**config.mk**
```make
export PLATFORM = sky130hd
export DESIGN_NAME = plpl_bounds_queue
export DESIGN_NICKNAME = d
export VERILOG_FILES = /design/src/rtl/core/plpl_bounds_pkg.sv /design/src/rtl/core/plpl_bounds_queue.sv
export VERILOG_INCLUDE_DIRS = /design/src /design/src/rtl/core
export SDC_FILE = /design/constraint.sdc
export NUM_CORES = 1
export LEC_CHECK = 0
export ABC_AREA = 1
export BUFFER_PORTS_ARGS = -buffer_cell sky130_fd_sc_hd__buf_2
export CORE_ASPECT_RATIO = 0.8
export CORE_MARGIN = 4
export CORE_UTILIZATION = 40
export CTS_CLUSTER_DIAMETER = 100
export DETAILED_ROUTE_END_ITERATION = 7
export MAX_ROUTING_LAYER = met4
export PLACE_DENSITY = 0.76
export RECOVER_POWER = 25
export SLEW_MARGIN = 20
export SYNTH_ARGS = -nofsm -noshare
export SYNTH_HDL_FRONTEND = slang
export SYNTH_SLANG_ARGS = --single-unit
```
**constraint.sdc**
```tcl
create_clock -name clk -period 2.5 [get_ports clk]
set_input_delay 0.375 -clock clk [delete_from_list [all_inputs] [get_ports clk]]
set_output_delay 0.375 -clock clk [all_outputs]
set_load 0.005 [all_outputs]
```
**src/rtl/core/polyline_prefix_length_bounds_macros.svh**
```systemverilog
// Assertion macros shared by the polyline length and bounds core.
// Included by the modules that carry concurrent checks; needs no package.
`ifndef POLYLINE_PREFIX_LENGTH_BOUNDS_MACROS_SVH
`define POLYLINE_PREFIX_LENGTH_BOUNDS_MACROS_SVH

// Check that a property holds in the same cycle as its trigger.
`define PLPLB_ASSERT_NOW(label, clk, rst, cond, prop) \
  label: assert property (@(posedge clk) disable iff (rst) (cond) |-> (prop)) \
    else $error("same-cycle check failed");

// Check that a property holds in the cycle after its trigger.
`define PLPLB_ASSERT_NEXT(label, clk, rst, cond, prop) \
  label: assert property (@(posedge clk) disable iff (rst) (cond) |=> (prop)) \
    else $error("next-cycle check failed");

`endif

```
**src/rtl/core/plpl_bounds_pkg.sv**
```systemverilog
// Shared types and constants of the polyline length and bounds core.
// Used by the queue, front, back and top level; depends on nothing.
package plpl_bounds_pkg;

  typedef logic signed [31:0] coord_t;

  localparam int COORD_W          = 32;
  localparam int NUM_AXES         = 4;
  localparam int DEFAULT_MAX_DIMS = 4;
  localparam int DIMS_W           = 3;
  localparam logic [DIMS_W-1:0] DIMS_RESET = 3'd2;

  localparam int SEG_W      = 33;
  localparam int ARC_W      = 48;
  localparam int SQ_W       = 2 * COORD_W;
  localparam int RAD_W      = SQ_W + 2;
  localparam int ROOT_STEPS = RAD_W / 2;
  localparam int REM_W      = SEG_W + 2;
  localparam int CNT_W      = 6;

  localparam int QUEUE_DEPTH = 2;
  localparam int PTR_W       = $clog2(QUEUE_DEPTH);
  localparam int QCNT_W      = $clog2(QUEUE_DEPTH + 1);

  // Fill state of the queue between front and back.
  typedef struct packed {
    logic full;
    logic empty;
  } q_status_t;

  // Back-end sequencer states.
  typedef enum logic [5:0] {
    S_IDLE = 6'b000001,
    S_SQR  = 6'b000010,
    S_SUM1 = 6'b000100,
    S_SUM2 = 6'b001000,
    S_ROOT = 6'b010000,
    S_DONE = 6'b100000
  } back_state_t;

endpackage

```
**src/rtl/core/plpl_bounds_queue.sv**
```systemverilog
// Short register queue that decouples the front end from the back end.
// Depends on plpl_bounds_pkg and the shared assertion macros.
`include "polyline_prefix_length_bounds_macros.svh"

module plpl_bounds_queue
  import plpl_bounds_pkg::*;
#(
  parameter int W = 8
) (
  input  logic         clk,
  input  logic         rst,
  input  logic         wr,
  input  logic [W-1:0] wr_data,
  input  logic         rd,
  output logic [W-1:0] rd_data,
  output q_status_t    stat
);

  logic [W-1:0]      entries [QUEUE_DEPTH];
  logic [PTR_W-1:0]  wr_ptr;
  logic [PTR_W-1:0]  rd_ptr;
  logic [QCNT_W-1:0] count;

  assign stat.full  = (count == QCNT_W'(QUEUE_DEPTH));
  assign stat.empty = (count == '0);
  assign rd_data    = entries[rd_ptr];

  // Storage of the waiting words.
  always_ff @(posedge clk) begin
    if (wr) begin
      entries[wr_ptr] <= wr_data;
    end
  end

  // Pointers and fill count.
  always_ff @(posedge clk) begin
    if (rst) begin
      wr_ptr <= '0;
      rd_ptr <= '0;
      count  <= '0;
    end else begin
      if (wr) begin
        wr_ptr <= wr_ptr + PTR_W'(1);
      end
      if (rd) begin
        rd_ptr <= rd_ptr + PTR_W'(1);
      end
      if (wr && !rd) begin
        count <= count + QCNT_W'(1);
      end else if (rd && !wr) begin
        count <= count - QCNT_W'(1);
      end
    end
  end

  `PLPLB_ASSERT_NOW(a_count_bound, clk, rst, 1'b1, count <= QCNT_W'(QUEUE_DEPTH))
  `PLPLB_ASSERT_NOW(a_no_write_full, clk, rst, stat.full && !rd, !wr)

endmodule

```
# Word level (Yosys, flattened, before mapping)
# Memories as Yosys holds them, arrays and structs flattened. A register that Yosys moved wholly into a read port is not among the register bits.
# Cells that the tools add are included.
# totals
reg_bits,4
ram_bits,16
input_bits,12
output_inout_bits,10
memories,1
# op_classes
n_addsub,4
n_eq_ne,1
muxes,6
n_reduce_logical,6
# mem_list
name,words,width,read_ports,rd_ports_with_merged_regs,wr,line_no,rtl
entries,2,8,1,1,1,plpl_bounds_queue.sv:19,logic [W-1:0] entries [QUEUE_DEPTH];
# op_table
cell,n
two-way mux 1 bit,4
two-way mux 2 bit,2
adder 1 bit (second input constant),2
adder 2 x 1 -> 2 bit (second input constant),1
equality test 2 bit (second input constant),1
logical AND 1 bit,2
zero test 1 bit,2
zero test 2 bit,1
nonzero test 2 bit,1
subtractor 2 x 1 -> 2 bit (second input constant),1

# Depth between registers and ports, before layout
# Gate-level depths: netlist of run 1.
# logic_depth
ltp_word,4
depth_mapped,8
mapped_depth_nobuf,8

# Least setup slack after synthesis of run 1
# OpenSTA, ideal clock, no wires.
# synth_path
path_kind,input to register
from,in wr
to,"mem entries[0][0], enable pin"
setup_time_ns,0.370
t_arrival_ns,0.764
required_time_ns,2.130
setup_slack_ns,1.366
stages,2
n_path_buf,0
path_cell_list,inv_1 -> nor2_1
# synth_between
elab_chain_cells,2
# synth_rtl
element,line_no,rtl
start: declaration,plpl_bounds_queue.sv:12,"input logic wr,"
two-way mux 1 bit,plpl_bounds_queue.sv:30,if (wr) begin
two-way mux 1 bit (implied by the code),plpl_bounds_queue.sv:31,entries[wr_ptr] <= wr_data;
end: declaration,plpl_bounds_queue.sv:19,
# Every way passes these cells.

==> results.json, run 1 <==
{
  "antenna_found_initial": 0,
  "finalCritPeriodShare": 0.700,
  "clkTransAtPathRegs_ps": 110,
  "ioPinCount": 22,
  "drt_first_pass_iters": 2,
  "fin_hold_ws_ps": 248,
  "cts.sinks": 21,
  "avgRoutedWirePerCell_um": 12.3,
  "p_per_area_nw_per_um2": 678,
  "synthFlopType": "edfxtp_1",
  "root_buffer": "clkbuf_4",
  "p_switching_mw": 0.151,
  "synth_adder_area_share": 0.0154,
  "dpl_cell_area_um2": 935,
  "syn_inst": 58,
  "yosys-top-cells-count": "16 x edfxtp_1, 8 x inv_1, 8 x mux2_2",
  "n_fill_cell": 178,
  "crit_fanout": 8,
  "required_ps": 2120,
  "fin_crit_ps": 1750,
  "power_frac_comb": 0.124,
  "slew_headroom": 0.546,
  "min_path_type": "input pin to flip-flop",
  "synth.avg_cell_area_um2": 14.0,
  "dpl_worst_slack_ps": 1050,
  "ys_top_cells_by_area": "edfxtp_1 59%, dfxtp_1 12%, mux2_2 11%",
  "cts_resized": 0,
  "dieArea_um2": 2820,
  "critical_path_arrival_ps": 1380,
  "syn_area_um2": 811,
  "synth_compound_area_frac": 0.0123,
  "p_leak_nw": 0.410,
  "wl_mm": 1.30,
  "drt-vias-per-instance": 4.67,
  "p_int_mw": 0.501,
  "hold_viol_final": 0,
  "yosysMostFrequentCell": "edfxtp_1",
  "initial_core_util": 0.425,
  "num_vias": 495,
  "insertion_delay_ps": 300,
  "pwr-share-clk": 0.245,
  "clock_path_buffers": 2,
  "grt_pass1_vias": 535,
  "worstSetupPathType": "flip-flop to primary output",
  "yosysTopAreaCell": "edfxtp_1",
  "drc": 0,
  "cts_inserted_buffers": 3,
  "timing.final.ws_setup_ps": 750,
  "rsz0062_at_grt": "false",
  "endpoint_kind": "primary output",
  "stdcell_area_um2": 962,
  "place.gp.congestion": 0.678,
  "die_w_um": 58.3,
  "drtIter0Drc": 1,
  "synth_edf_count": 16,
  "portBuffers": 21,
  "instances_no_fill": 106,
  "synth_cell_types": 16,
  "cts_hold_buf": 0,
  "synthSimpleGateAreaFrac": 0.0787,
  "place_inst": 102,
  "multi_input_area_um2": 185,
  "synth_top_family_by_area": "multiplexers",
  "startpoint_type": "flip-flop",
  "drtAntennaViolNets": 0,
  "cap_violations": 0,
  "drive_above_1_share": 0.427,
  "n_antenna_cell": 0,
  "core_um2": 1910,
  "synthToLayoutAreaGrowth_pct": 18.7,
  "hpwl_mm": 1.00,
  "synth_warnings": 0,
  "setup_viol": 0,
  "grt_pass1_wl_mm": 2.17,
  "htree_levels": 1,
  "max_freq_ghz": 0.571,
  "yosysSeqAreaShare": 0.716,
  "slew_violations": 0,
  "seqPwrFrac": 0.631,
  "worst_slew_pin_slew_ps": 678,
  "ys_async_sr_fraction": 0,
  "synth_top_area_share": 0.593,
  "status": "finished, final reports clean",
  "synth.area.mux_share": 0.111,
  "ys_seq_elements": 21,
  "nets": 96,
  "synth_xor_area_frac": 0.0108,
  "cts_setup_buffers": 0,
  "grt_max_degree": 13,
  "skew_ps": 6.73,
  "fp.dieH_um": 48.3,
  "swShare": 0.232,
  "r2r_slack_ps": 1270,
  "synth_fp_nets": 71,
  "finalSetupTns_ps": 0,
  "grt_overflow_total": 0,
  "grtUsageTotal": 0.116,
  "floorplan.rows": 14,
  "cts_tree": "yes",
  "ir_worst_vdd_uv": 358,
  "final-seq-area_um2": 581
}
[power groups by stage]
stage	registers, mW	logic, mW	clock network (mW)
floorplan	0.413	0.0530	0
global placement	0.419	0.0783	0
detailed placement	0.420	0.0825	0
CTS	0.412	0.0832	0.167
global route	0.415	0.0914	0.185
finish	0.411	0.0809	0.160
[worst paths after layout]
path / depth (start not counted) / from / endpoint
hold / removal: 1 / wr_data[0] / entries[0][0]
hold reg to reg: 2 / wr_ptr / wr_ptr
setup / recovery: 2 / flip-flop / rd_data[2]
setup reg to reg: 1 / wr_ptr / entries[0][1]
[stage by stage]
stage	total power [mW]	util
finish	0.652	0.504
floorplan	0.467	-
CTS	0.662	0.504
detailed placement	0.503	0.490
global route	0.691	0.504
global placement	0.497	0.490
[cell type report]
cell class	instances	share of cell area
repair buffers	21	0.109
flip-flops and latches	21	0.603
clock inverters	1	0.00520
inverters	9	0.0351
well taps	24	0.0312
multi-input cells	27	0.192
clock buffers	3	0.0234
[cell usage in the layout, fill, tap and decap left out]
cell type,count
clkinv_2,1
nand3_1,1
ha_1,1
inv_2,1
nand2_2,1
inv_1,8
nor2_1,7
buf_2,21
a21oi_1,1
mux2_2,8
edfxtp_1,16
nor3_1,1
nand2_1,4
clkbuf_4,3
o21ai_0,1
nand4_1,1
xnor2_1,1
dfxtp_1,5
[logic make-up (layout without fill, tap and decap cells)]
group	count (synthesis)	in the layout
flip-flops	21	21
AND/OR/NAND/NOR	15	15
buffers and inverters	10	34
multiplexers	8	8
AO/OA/AOI/OAI	2	2
adder cells (fa/ha/maj)	1	1
XOR/XNOR	1	1
[state kept, by name (all words and copies together) (netlist names), named ones only]
| signal | count |
|---|---|
| wr_ptr | 1 |
| rd_ptr | 1 |
| count | 2 |
| entries | 16 |
[per-layer routing]
layer | vias to the layer above | track usage | routed length, um
met4 | 0 | 0.0556 | 11
li1 | 244 | - | -
met3 | 2 | 0.0556 | 103
met2 | 20 | 0.194 | 604
met5 | - | - | 0
met1 | 229 | 0.118 | 580
[worst max-delay path, cell delays in order, from the launching register on]
cell	delay, ps
dfxtp_1	560
mux2_2	380
buf_2	130
Power figures use the tool's default switching activity.
==> run 2, diff against run 1 <==
clock period = 1.7 ns   (was 2.5 ns; I/O delays follow)
==> results.json, run 2 (synthesized netlist as in run 1, its figures left out) <==
{
  "fp.dieH_um": 48.3,
  "dpl_cell_area_um2": 942,
  "antenna_found_initial": 0,
  "grt_overflow_total": 0,
  "cts_hold_buf": 0,
  "hold_path_depth": 1,
  "slew_headroom": 0.730,
  "finalCritPeriodShare": 0.940,
  "drtAntennaViolNets": 0,
  "cap_violations": 0,
  "dieArea_um2": 2820,
  "reg_top3": "entries: 16 flops, count: 2 flops",
  "cts_setup_buffers": 0,
  "cts_inserted_buffers": 3,
  "drt_first_pass_iters": 4,
  "cts.sinks": 21,
  "crit_fanout": 8,
  "floorplan.rows": 14,
  "status": "finished, final reports clean",
  "n_antenna_cell": 0,
  "slew_violations": 0,
  "hpwl_um": 988,
  "timing.final.ws_setup_ps": 102,
  "grt_pass1_wl_mm": 1.97,
  "finalSetupTns_ps": 0,
  "portBuffers": 21,
  "p_leak_nw": 0.407,
  "clkTransAtPathRegs_ps": 110,
  "cts_resized": 0,
  "worst_r2r_startpoint": "wr_ptr",
  "clock_path_buffers": 2,
  "p_per_area_nw_per_um2": 985,
  "ioPinCount": 22,
  "stdcell_area_um2": 966,
  "avgRoutedWirePerCell_um": 11.6,
  "worstSetupPathType": "flip-flop to primary output",
  "htree_levels": 1,
  "n_fill_cell": 177,
  "final_cell_mix": "19 x buf_2, 16 x edfxtp_1, 8 x mux2_2, 8 x inv_1, 7 x nor2_1",
  "ir_worst_vdd_uv": 543,
  "endpoint_kind": "primary output",
  "grtUsageTotal": 0.102,
  "dpl_worst_slack_ps": 408,
  "drt-vias-per-instance": 4.66,
  "place.gp.congestion": 0.676,
  "startpoint_type": "flip-flop",
  "drc": 0,
  "max_freq_ghz": 0.626,
  "synthToLayoutAreaGrowth_pct": 19.1,
  "min_path_type": "input pin to flip-flop",
  "regToRegEndpoint": "entries[0][6]",
  "hold_start": "wr_data[1]",
  "largest_reg_flops": 16,
  "num_vias": 499,
  "setup_viol": 0,
  "insertion_delay_ps": 290,
  "worst_slew_pin_slew_ps": 404,
  "cts_tree": "yes",
  "drive_above_1_share": 0.398,
  "root_buffer": "clkbuf_4",
  "wl_mm": 1.25,
  "hold_viol_final": 0,
  "nets": 97,
  "grt_pass1_vias": 507,
  "skew_ps": 1.09,
  "initial_core_util": 0.425,
  "die_w_um": 58.3,
  "r2r_slack_ps": 530,
  "core_um2": 1910,
  "drtIter0Drc": 5,
  "r2r_cells": 2,
  "largest-register": "entries",
  "rsz0062_at_grt": "false",
  "hold_path_end": "entries[1][1]",
  "critical_path_arrival_ps": 1340,
  "grt_max_degree": 12,
  "layout_commonest_cell": "buf_2",
  "required_ps": 1440,
  "fin_crit_ps": 1600
}
==> run 2: per-stage QoR <==
step / instances / util / total power [mW] / hold slack, ps
6_report: 107 / 0.506 / 0.952 / 144
3_3_place_gp: 103 / 0.493 / 0.733 / 445
4_1_cts: 107 / 0.507 / 0.969 / 129
3_5_place_dp: 103 / 0.493 / 0.740 / 447
5_1_grt: 107 / 0.506 / 1.01 / 123
2_1_floorplan: 58 / - / 0.686 / 327
==> run 2: worst max-delay path: stages, from the launching register on <==
cell and delay, ps:
dfxtp_1 550, mux2_2 380, buf_2 120
==> run 2: worst max path at each step <==
stage / start / endpoint
after global placement: flip-flop / rd_data[1]
final: flip-flop / rd_data[2]
after global routing: flip-flop / rd_data[3]
after CTS: flip-flop / rd_data[2]
after floorplan: wr_ptr / entries[0][0]
after detailed placement: flip-flop / rd_data[1]
==> run 2: final cells by class <==
cell class / count / area (um^2) / share of cell area
clock buffers: 4 / 26.3 / 0.0272
inverters: 9 / 33.8 / 0.0350
multi-input cells: 27 / 185 / 0.192
flip-flops and latches: 21 / 581 / 0.601
well taps: 24 / 30.0 / 0.0311
repair buffers: 22 / 110 / 0.114
==> run 2: power breakdown <==
group | switching (mW) | internal [mW]
logic | 0.0564 | 0.0630
registers | 0.0186 | 0.587
clock network | 0.136 | 0.0912
==> run 2: per-layer routing <==
layer,global-route usage,vias to the layer above,part of all wire
li1,-,247,-
met3,0.0265,2,0.080
met2,0.185,18,0.50
met4,0.0556,0,0.012
met5,-,-,0
met1,0.105,232,0.40
