$ cat config.mk
export PLATFORM = sky130hd
export DESIGN_NAME = plpl_bounds_front
export DESIGN_NICKNAME = d
export VERILOG_FILES = /design/src/rtl/core/polyline_prefix_length_bounds_macros.svh /design/src/rtl/core/plpl_bounds_pkg.sv /design/src/rtl/core/plpl_bounds_front.sv
export SDC_FILE = /design/constraint.sdc
export NUM_CORES = 1
export LEC_CHECK = 0
export BUFFER_PORTS_ARGS = -buffer_cell sky130_fd_sc_hd__buf_2
export CAP_MARGIN = 15
export CORE_AREA = 2 2 176 178
export DETAILED_ROUTE_END_ITERATION = 8
export DIE_AREA = 0 0 178 180
export GPL_ROUTABILITY_DRIVEN = 0
export PLACE_DENSITY = 0.95
export REMOVE_ABC_BUFFERS = 1
export SYNTH_ARGS = -nofsm -noshare
export SYNTH_HDL_FRONTEND = slang
export SYNTH_SLANG_ARGS = --single-unit
$ cat constraint.sdc
create_clock -name clk -period 8.1 [get_ports clk]
set_clock_uncertainty 0.1 [all_clocks]
set_input_delay 0.81 -clock clk [delete_from_list [all_inputs] [get_ports clk]]
set_output_delay 0.81 -clock clk [all_outputs]
set_load 0.005 [all_outputs]
$ cat src/rtl/core/polyline_prefix_length_bounds_macros.svh
// Assertion macros shared by the polyline length and bounds core.
// Included by the modules that carry concurrent checks; needs no package.
`ifndef POLYLINE_PREFIX_LENGTH_BOUNDS_MACROS_SVH
`define POLYLINE_PREFIX_LENGTH_BOUNDS_MACROS_SVH

// Check that a property holds in the same cycle as its trigger.
`define PLPLB_ASSERT_NOW(label, clk, rst, cond, prop) \
  label: assert property (@(posedge clk) disable iff (rst) (cond) |-> (prop)) \
    else $error("same-cycle check failed");

// Check that a property holds in the cycle after its trigger.
`define PLPLB_ASSERT_NEXT(label, clk, rst, cond, prop) \
  label: assert property (@(posedge clk) disable iff (rst) (cond) |=> (prop)) \
    else $error("next-cycle check failed");

`endif

$ cat src/rtl/core/plpl_bounds_pkg.sv
// Shared types and constants of the polyline length and bounds core.
// Used by the queue, front, back and top level; depends on nothing.
package plpl_bounds_pkg;

  typedef logic signed [31:0] coord_t;

  localparam int COORD_W          = 32;
  localparam int NUM_AXES         = 4;
  localparam int DEFAULT_MAX_DIMS = 4;
  localparam int DIMS_W           = 3;
  localparam logic [DIMS_W-1:0] DIMS_RESET = 3'd2;

  localparam int SEG_W      = 33;
  localparam int ARC_W      = 48;
  localparam int SQ_W       = 2 * COORD_W;
  localparam int RAD_W      = SQ_W + 2;
  localparam int ROOT_STEPS = RAD_W / 2;
  localparam int REM_W      = SEG_W + 2;
  localparam int CNT_W      = 6;

  localparam int QUEUE_DEPTH = 2;
  localparam int PTR_W       = $clog2(QUEUE_DEPTH);
  localparam int QCNT_W      = $clog2(QUEUE_DEPTH + 1);

  // Fill state of the queue between front and back.
  typedef struct packed {
    logic full;
    logic empty;
  } q_status_t;

  // Back-end sequencer states.
  typedef enum logic [5:0] {
    S_IDLE = 6'b000001,
    S_SQR  = 6'b000010,
    S_SUM1 = 6'b000100,
    S_SUM2 = 6'b001000,
    S_ROOT = 6'b010000,
    S_DONE = 6'b100000
  } back_state_t;

endpackage

$ cat src/rtl/core/plpl_bounds_front.sv
// Front end: accepts vertices, classifies curve starts, forms axis distances.
// Depends on plpl_bounds_pkg; feeds plpl_bounds_queue.
module plpl_bounds_front
  import plpl_bounds_pkg::*;
#(
  parameter int MAX_DIMS = DEFAULT_MAX_DIMS,
  localparam int ENTRY_W = 1 + 2 * COORD_W * MAX_DIMS
) (
  input  logic               clk,
  input  logic               rst,
  input  logic [MAX_DIMS-1:0] active,
  input  logic               push,
  input  logic               new_curve,
  input  coord_t             coords [NUM_AXES],
  input  q_status_t          q_stat,
  output logic               q_wr,
  output logic [ENTRY_W-1:0] q_data
);

  logic   have_vertex;
  coord_t prev [MAX_DIMS];
  logic   start;

  assign q_wr  = push && !q_stat.full;
  assign start = new_curve || !have_vertex;
  assign q_data[ENTRY_W-1] = start;

  // Per-axis magnitude of the step from the previous vertex.
  for (genvar i = 0; i < MAX_DIMS; i++) begin : g_axis
    logic signed [COORD_W:0] diff;
    logic signed [COORD_W:0] neg;
    logic [COORD_W-1:0]      mag;

    assign diff = {coords[i][COORD_W-1], coords[i]} - {prev[i][COORD_W-1], prev[i]};
    assign neg  = -diff;
    assign mag  = diff[COORD_W] ? neg[COORD_W-1:0] : diff[COORD_W-1:0];

    assign q_data[(MAX_DIMS + i) * COORD_W +: COORD_W] = coords[i];
    assign q_data[i * COORD_W +: COORD_W] = active[i] ? mag : '0;

    always_ff @(posedge clk) begin
      if (rst) begin
        prev[i] <= '0;
      end else if (q_wr) begin
        prev[i] <= coords[i];
      end
    end
  end

  // A vertex has been seen once the first word is taken.
  always_ff @(posedge clk) begin
    if (rst) begin
      have_vertex <= 1'b0;
    end else if (q_wr) begin
      have_vertex <= 1'b1;
    end
  end

endmodule

* Word-level counts from Yosys, hierarchy flattened
Memory sizes are Yosys's and may differ from the RTL's. Index checks and enable logic that the tools add are counted. W data, S select, Z words.
Storage, ports and cells: register bits 1, RAM bits 128, input port bits 138, output and inout port bits 258, logic and storage cells 35, memories kept 1
Operators by class: add/subtract/negate cells 8, muxes and demuxes 17, bitwise gates (word level) 4, reductions and logical operators 4
Memories:
- prev | words 4, width 32, read ports 4, clocked after memory_dff 0, write ports 4, line plpl_bounds_front.sv:21 | coord_t prev [MAX_DIMS];
Operators with widths (count):
- $mux W32 | 12
- $sub A32 B32 Y33 | 4
- $neg A32 Y32 | 4
- $mux W1 | 5
- $or A1 B1 Y1 | 4
- $logic_not A1 Y1 | 2
- $logic_and A1 B1 Y1 | 1
- $logic_or A1 B1 Y1 | 1

* Longest topological paths before layout
Gate-level depths: netlist of the first run.
depth after elaboration 6, mapped depth 16, gate-level depth less buffers 15

* Least setup slack after synthesis of the first run
OpenSTA, ideal clock, no wires.
path kind input to output, start point input coords[0] (netlist bit), end point output q_data[120], arrival 4382 ps, required time 7190 ps, setup slack 2808 ps, stages on the path 15, path buffers 0, cell sequence inv_1 -> ha_1 -> inv_1 -> fa_1 -> a21o_1 -> a31o_2 -> a21oi_1 -> xor2_1 -> nand3_1 -> nand2b_1 -> or4_1 -> or4_1 -> o31ai_1 -> xnor2_1 -> and2_1
Between the ends: word-level cells in the longest chain between the ends 4
RTL lines:
- from (decl) | line plpl_bounds_front.sv:14 | input coord_t coords [NUM_AXES],
- $sub A32 B32 Y33 (*) | line plpl_bounds_front.sv:34 | assign diff = {coords[i][COORD_W-1], coords[i]} - {prev[i][COORD_W-1], prev[i]};
- $neg A32 Y32 | line plpl_bounds_front.sv:35 | assign neg = -diff;
- $mux W32 (*) | line plpl_bounds_front.sv:36 | assign mag = diff[COORD_W] ? neg[COORD_W-1:0] : diff[COORD_W-1:0];
- $mux W32 (*) | line plpl_bounds_front.sv:39 | assign q_data[i * COORD_W +: COORD_W] = active[i] ? mag : '0;
- to (decl) | line plpl_bounds_front.sv:17 | output logic [ENTRY_W-1:0] q_data
Every way passes the cells marked *; elsewhere a longest branch is shown, timed or not.

* Worst setup path in the final report of the first run
start point input coords[0] (netlist bit), end point output q_data[124]
The elaborated chain is that of the path after synthesis.

==> results.toml, run 1 <==
[run_status]
status = "finished, final reports clean"

[critical_path]
path_cells = "buf_2 > inv_1 > ha_1 > inv_1 > fa_1 > a21o_1 > a31o_2 > a21oi_1 > xor2_1 > nand3_1 > nand2b_1 > or4_1 > nor4_1 > a41oi_1 > xnor2_1 > and2_1 > buf_2"
critPathKind = "in2out"
worstPathArrival_ns = 5.37
cp.required_ns = 7.19
cp_slowest_cell = "nor4_1"
path_buf_inv = 4
endpoint_kind = "output pin"
cp_top_family = "simple AND/OR/NAND/NOR gates"
crit_path_start_kind = "input port"
crit_fanout = 6
critPathMaxStageDelay_ns = 0.74

[synth]
synth-seq-cells = 129
netlist_area_sq_mm = 0.0178
postSynth.asyncResetShare = 0
synth_edf_count = 128
syn_area_per_cell_sq_um = 7.82
ys_seq_area_frac = 0.218
synth_cell_types = 93
syn_inst = 2270
synth_ff_type = "edfxtp_1"
yosysWarnings = 0

[power]
ir_drop_mv = 0.111
power.leakage_nw = 8.77
p_per_area_mw_per_mm2 = 181

[global_route]
grt_max_degree = 77
overflow = 0
track_usage = 0.300
antenna_found_initial = 1
grt_first_pass_wirelength_mm = 80.2
grt_pass1_vias = 17000

[finish]
nFillCells = 2453
final_cell_mix = "buf_2 (394), and2_1 (248), inv_1 (167)"
syn_to_final_growth_pct = 10.3
final_common_cell = "buf_2"
fin_area_sq_mm = 0.0196
nNetsFinal = 2752
diodes = 0
final_layout_size_suffix_gt1_frac = 0.195

[floorplanning]
row_count = 64
dieArea_sq_mm = 0.0320
initial_core_util = 0.588
die_w_microns = 178
num_io_pins = 396
core_sq_mm = 0.0302
die_h_microns = 180

[drt]
vias = 18100
wirelength_mm = 49.8
route.detailed.drc = 0
drtPass1Iterations = 6
routed_via_density = 6.27
drtAntennaViolNets = 0
first_iter_violations = 1731
wire_per_inst_microns = 17.3

[clock_network]
cts.sinks = 129
cts_max_level = 4
cts_tree = "done"
clockRootBuffer = "clkbuf_16"
cts_buffers = 17
cts_setup_buffers = 0
clk_pin_slew_worst_paths_ns = 0.06
post_cts_resized = 0
holdBufCountCts = 0
cts_buffer_depth = 2
insertion_delay_ns = 0.42

[sta]
finalMaxSlewViolations = 0
rsz0062_at_grt = "no"
period_needed_ns = 6.28
tightest_slew_ns = 1.04
finalCritPeriodShare = 0.775
clock.fmax_mhz = 159
final-setup-viol-count = 0
finalHoldViolCount = 0
finalSetupTns_ns = 0
hold_slack_ns = 0.378
max_slew_margin = 0.307

[placement]
place_hpwl_mm = 37.6
place_area_sq_mm = 0.0190
place.port_buffers = 394

[hold_path]
hp-class = "reg2reg"

[flow_run]
drv_cap = 0
-- layer usage --
layer	track usage	vias to the layer above	routed length [microns]
li1	-	8417	-
met1	0.371	8306	19700
met2	0.515	1161	23700
met4	0.127	2	1850
met5	0	-	13
met3	0.0474	218	4540
-- worst reg2reg max path, delay by kind of cell (launching register included) --
family / cells / cell delay (ns)
flip-flops: 1 / 0.31
AND/OR/NAND/NOR: 2 / 0.14
-- state kept, by name, indices dropped and copies added (netlist names) --
register / cells
have_vertex: 1
prev: 128
-- cells by family (layout without fill, tap and decap cells) --
group | count (synthesis) | in the layout | share of synthesized area
AND/OR/NAND/NOR | 844 | 844 | 0.261
AO/OA/AOI/OAI | 596 | 596 | 0.222
buffers and inverters | 378 | 599 | 0.108
XOR/XNOR | 175 | 175 | 0.0863
adder cells (fa/ha/maj) | 136 | 136 | 0.0975
flip-flops | 129 | 129 | 0.218
multiplexers | 12 | 12 | 0.00705
-- path summary, 6_finish.rpt --
| kind | from | to | slack (ns) | cells past startpoint |
|---|---|---|---|---|
| worst min register to register | have_vertex$_SDFFE_PP0P_ | have_vertex$_SDFFE_PP0P_ | 0.38 | 2 |
| worst max-delay path | coords[0] | q_data[124] | 1.82 | 17 |
| worst max register to register | have_vertex$_SDFFE_PP0P_ | have_vertex$_SDFFE_PP0P_ | 7.44 | 2 |
| worst min-delay path | have_vertex$_SDFFE_PP0P_ | have_vertex$_SDFFE_PP0P_ | 0.38 | 2 |
-- through the flow --
step | utilization | power [mW] | std cells | setup slack, ns
after global routing | 0.649 | 3.75 | 2887 | 1.60
after global placement | 0.629 | 2.59 | 2855 | 2.22
after CTS | 0.649 | 3.50 | 2887 | 1.94
final | 0.649 | 3.54 | 2887 | 1.82
after detailed placement | 0.629 | 2.66 | 2855 | 2.03
after floorplan | - | 2.12 | 2059 | 2.52
-- cells in the mapped netlist, drive strengths merged, types with 10 or more instances --
| cell type | count | area [sq um] |
|---|---|---|
| o21a | 29 | 218 |
| or4 | 12 | 97.6 |
| o211ai | 29 | 218 |
| a211oi | 17 | 133 |
| a31o | 12 | 105 |
| nor2 | 114 | 428 |
| or2 | 16 | 100 |
| o31ai | 25 | 193 |
| nor3 | 54 | 275 |
| ha | 132 | 1650 |
| and2 | 249 | 1560 |
| a31oi | 25 | 156 |
| and4 | 10 | 87.6 |
| and3 | 41 | 257 |
| xor2 | 43 | 377 |
| inv | 167 | 627 |
| edfxtp | 128 | 3840 |
| o21bai | 11 | 82.6 |
| clkbuf | 75 | 282 |
| nand4 | 24 | 150 |
| a21boi | 14 | 105 |
| nor2b | 21 | 131 |
| or3 | 26 | 168 |
| buf | 136 | 1010 |
| nand2b | 28 | 175 |
| xnor2 | 132 | 1160 |
| nand3 | 48 | 250 |
| a21oi | 157 | 797 |
| o21ai | 133 | 666 |
| nand2 | 153 | 574 |
| a21o | 46 | 345 |
| nor4 | 17 | 106 |
-- power by group --
part	internal (mW)	total (mW)	switching (mW)	leakage (nW)
registers	0.792	0.807	0.0154	1.31
logic	0.804	1.91	1.11	7.18
clock network	0.483	0.816	0.333	0.278
-- final cells by class --
class                           instances  area, sq um  share of cell area
Clock buffer                           18          429              0.0219
Multi-Input combinational cell       1763        12000               0.612
Sequential cell                       129         3860               0.197
Timing Repair Buffer                  400         2020               0.103
Clock inverter                         14          164             0.00837
Tap cell                              396          495              0.0253
Inverter                              167          627              0.0320
No activity file was read; power rests on OpenSTA's default activity.
==> run 2, diff against run 1 <==
- CORE_AREA: 2 2 176 178 -> 2 2 190 192
- DIE_AREA: 0 0 178 180 -> 0 0 192 194
- PLACE_DENSITY: 0.95 -> 0.88
- clock period: 8.1 -> 5.09 ns (I/O delays scaled with it)
==> run 2 against run 1 <==
The flow now finishes with violations (negative setup slack). Sequential power grew 59%. Global-route usage shrank 4.1 points. Design area grew 6.7%. Hold slack lost 0.12 ns. Via count grew 1.7%. Critical path type is now reg2out.
==> results.toml, run 2 (synthesis results as in run 1) <==
[finish]
syn_to_final_growth_pct = 17.6
regMostFlops = "prev"
reg_top3 = "prev x128, have_vertex x1"
diodes = 0
final_layout_size_suffix_gt1_frac = 0.251
final_common_cell = "buf_2"
final_cell_mix = "buf_2 (394), and2_1 (248), inv_1 (164)"
final_util = 0.593
largest_register_ffs = 128
nNetsFinal = 2835

[run_status]
violations = "negative setup slack"
status = "complete, but fails checks"

[floorplanning]
num_io_pins = 396
row_count = 69
die_h_microns = 194
core_sq_mm = 0.0352
initial_core_util = 0.504
die_w_microns = 192
dieArea_sq_mm = 0.0372

[sta]
period_needed_ns = 5.19
finalSetupTns_ns = -0.229
max_slew_margin = 0.360
tightest_slew_ns = 0.961
final-setup-viol-count = 4
finalMaxSlewViolations = 0
setup_slack_ns = -0.0989
clock.fmax_mhz = 193
finalCritPeriodShare = 1.02
rsz0062_at_grt = "yes"
finalHoldViolCount = 0

[drt]
wire_per_inst_microns = 17.2
drtAntennaViolNets = 0
first_iter_violations = 1675
wirelength_mm = 52.2
drtPass1Iterations = 6
routed_via_density = 6.07
route.detailed.drc = 0
vias = 18400

[global_route]
overflow = 0
gr-max-usage-layer = "met2"
grt_use_met1 = 0.326
grt_first_pass_wirelength_mm = 80.6
grt_max_degree = 125
grt_util_met3 = 0.0396
grt_util_met2 = 0.443
grt_pass1_vias = 17000
antenna_found_initial = 1
track_usage = 0.259

[critical_path]
crit_fanout = 4
endpoint_kind = "output pin"
critPathMaxStageDelay_ns = 0.56
path_cells = "ha_2 > inv_2 > fa_2 > a21o_1 > nand3_2 > buf_6 > a211oi_4 > or2_1 > a311oi_2 > or4b_4 > or4_4 > or3_4 > o41ai_4 > xnor2_1 > and2_1 > buf_2"
cp.required_ns = 4.48
worstPathArrival_ns = 4.58
critPathKind = "reg2out"
cp_slowest_cell = "or4b_4"
crit_path_start_kind = "flop"

[clock_network]
cts_buffers = 17
cts_max_level = 4
cts_buffer_depth = 2
holdBufCountCts = 0
cts.sinks = 129
cts_tree = "done"
clk_pin_slew_worst_paths_ns = 0.07
clockRootBuffer = "clkbuf_16"
insertion_delay_ns = 0.45

[placement]
place.port_buffers = 394
place_hpwl_mm = 37.7

[power]
p_per_area_mw_per_mm2 = 285
ir_drop_mv = 0.242
power.leakage_nw = 9.31

[hold_path]
hp-class = "in2reg"

[flow_run]
drv_cap = 0
## run 2: cell types whose count changed in the layout (fill, tap and decap cells not counted), moves of 6 or more
| cell | before | now |
|---|---|---|
| ha_1 | 132 | 126 |
| buf_6 | 0 | 7 |
| o21ai_0 | 127 | 116 |
| buf_4 | 6 | 81 |
| a21oi_2 | 3 | 9 |
| a21oi_1 | 154 | 147 |
| or4_4 | 2 | 8 |
| or4_1 | 10 | 4 |
| o21ai_1 | 6 | 16 |
## run 2: final cells by class
cell class                 instances  area [sq um]
clock buffer                      17           425
clock inverter                    14           166
fill                            2954         14300
inverter                         167           627
multi-input combinational       1763         12500
sequential                       129          3860
tap                              461           577
timing repair buffer             483          2690
## run 2: power breakdown
part / leakage (nW) / switching, mW / internal, mW
Combinational: 7.72 / 1.90 / 1.43
Sequential: 1.31 / 0.0229 / 1.26
Clock: 0.281 / 0.563 / 0.766
Total: 9.31 / 2.49 / 3.46
## run 2: worst max-delay path: cells and delay by family, from the launching register on
| kind | cells | cell delay (ns) |
|---|---|---|
| compound gates | 4 | 0.85 |
| xor+xnor | 1 | 0.14 |
| fa+ha+maj | 2 | 0.40 |
| buf+inv | 3 | 0.35 |
| flops | 1 | 0.38 |
| simple gates | 6 | 2.00 |
## run 2: through the flow
step / power, mW / cells / hold WS [ns] / worst slack (ns) / cell area [sq um]
final: 5.94 / 3034 / 0.258 / -0.0989 / 20900
after global routing: 6.28 / 3034 / 0.264 / -0.272 / 20900
after global placement: 4.24 / 2975 / 0.355 / 0.000230 / 19500
after floorplan: 3.37 / 2059 / 0.341 / 0.109 / 16500
after CTS: 5.71 / 3015 / 0.238 / -0.0103 / 20200
after detailed placement: 4.33 / 2975 / 0.376 / -0.0876 / 19500
## run 2: final timing paths
kind | startpoint | end | slack (ns) | cells past startpoint
max | prev[1][0]$_SDFFCE_PN0P_ | q_data[62] | -0.1 | 16
min | coords[122] | prev[0][26]$_SDFFCE_PN0P_ | 0.26 | 2
max reg2reg | have_vertex$_SDFFE_PP0P_ | have_vertex$_SDFFE_PP0P_ | 4.41 | 2
min reg2reg | have_vertex$_SDFFE_PP0P_ | have_vertex$_SDFFE_PP0P_ | 0.39 | 2
## run 2: timing repair
item / in CTS / in global routing
endpoints found under the setup margin: 12 / 89
resized for setup: 18 / 98
setup buffers: 9 / 18
pin swaps: 11 / 39
## run 2: layer usage
metal | wire length [microns] | up-vias
met1 | 21200 | 8538
met3 | 4160 | 219
met4 | 2110 | 0
met2 | 24800 | 1066
li1 | - | 8582
met5 | 0 | -
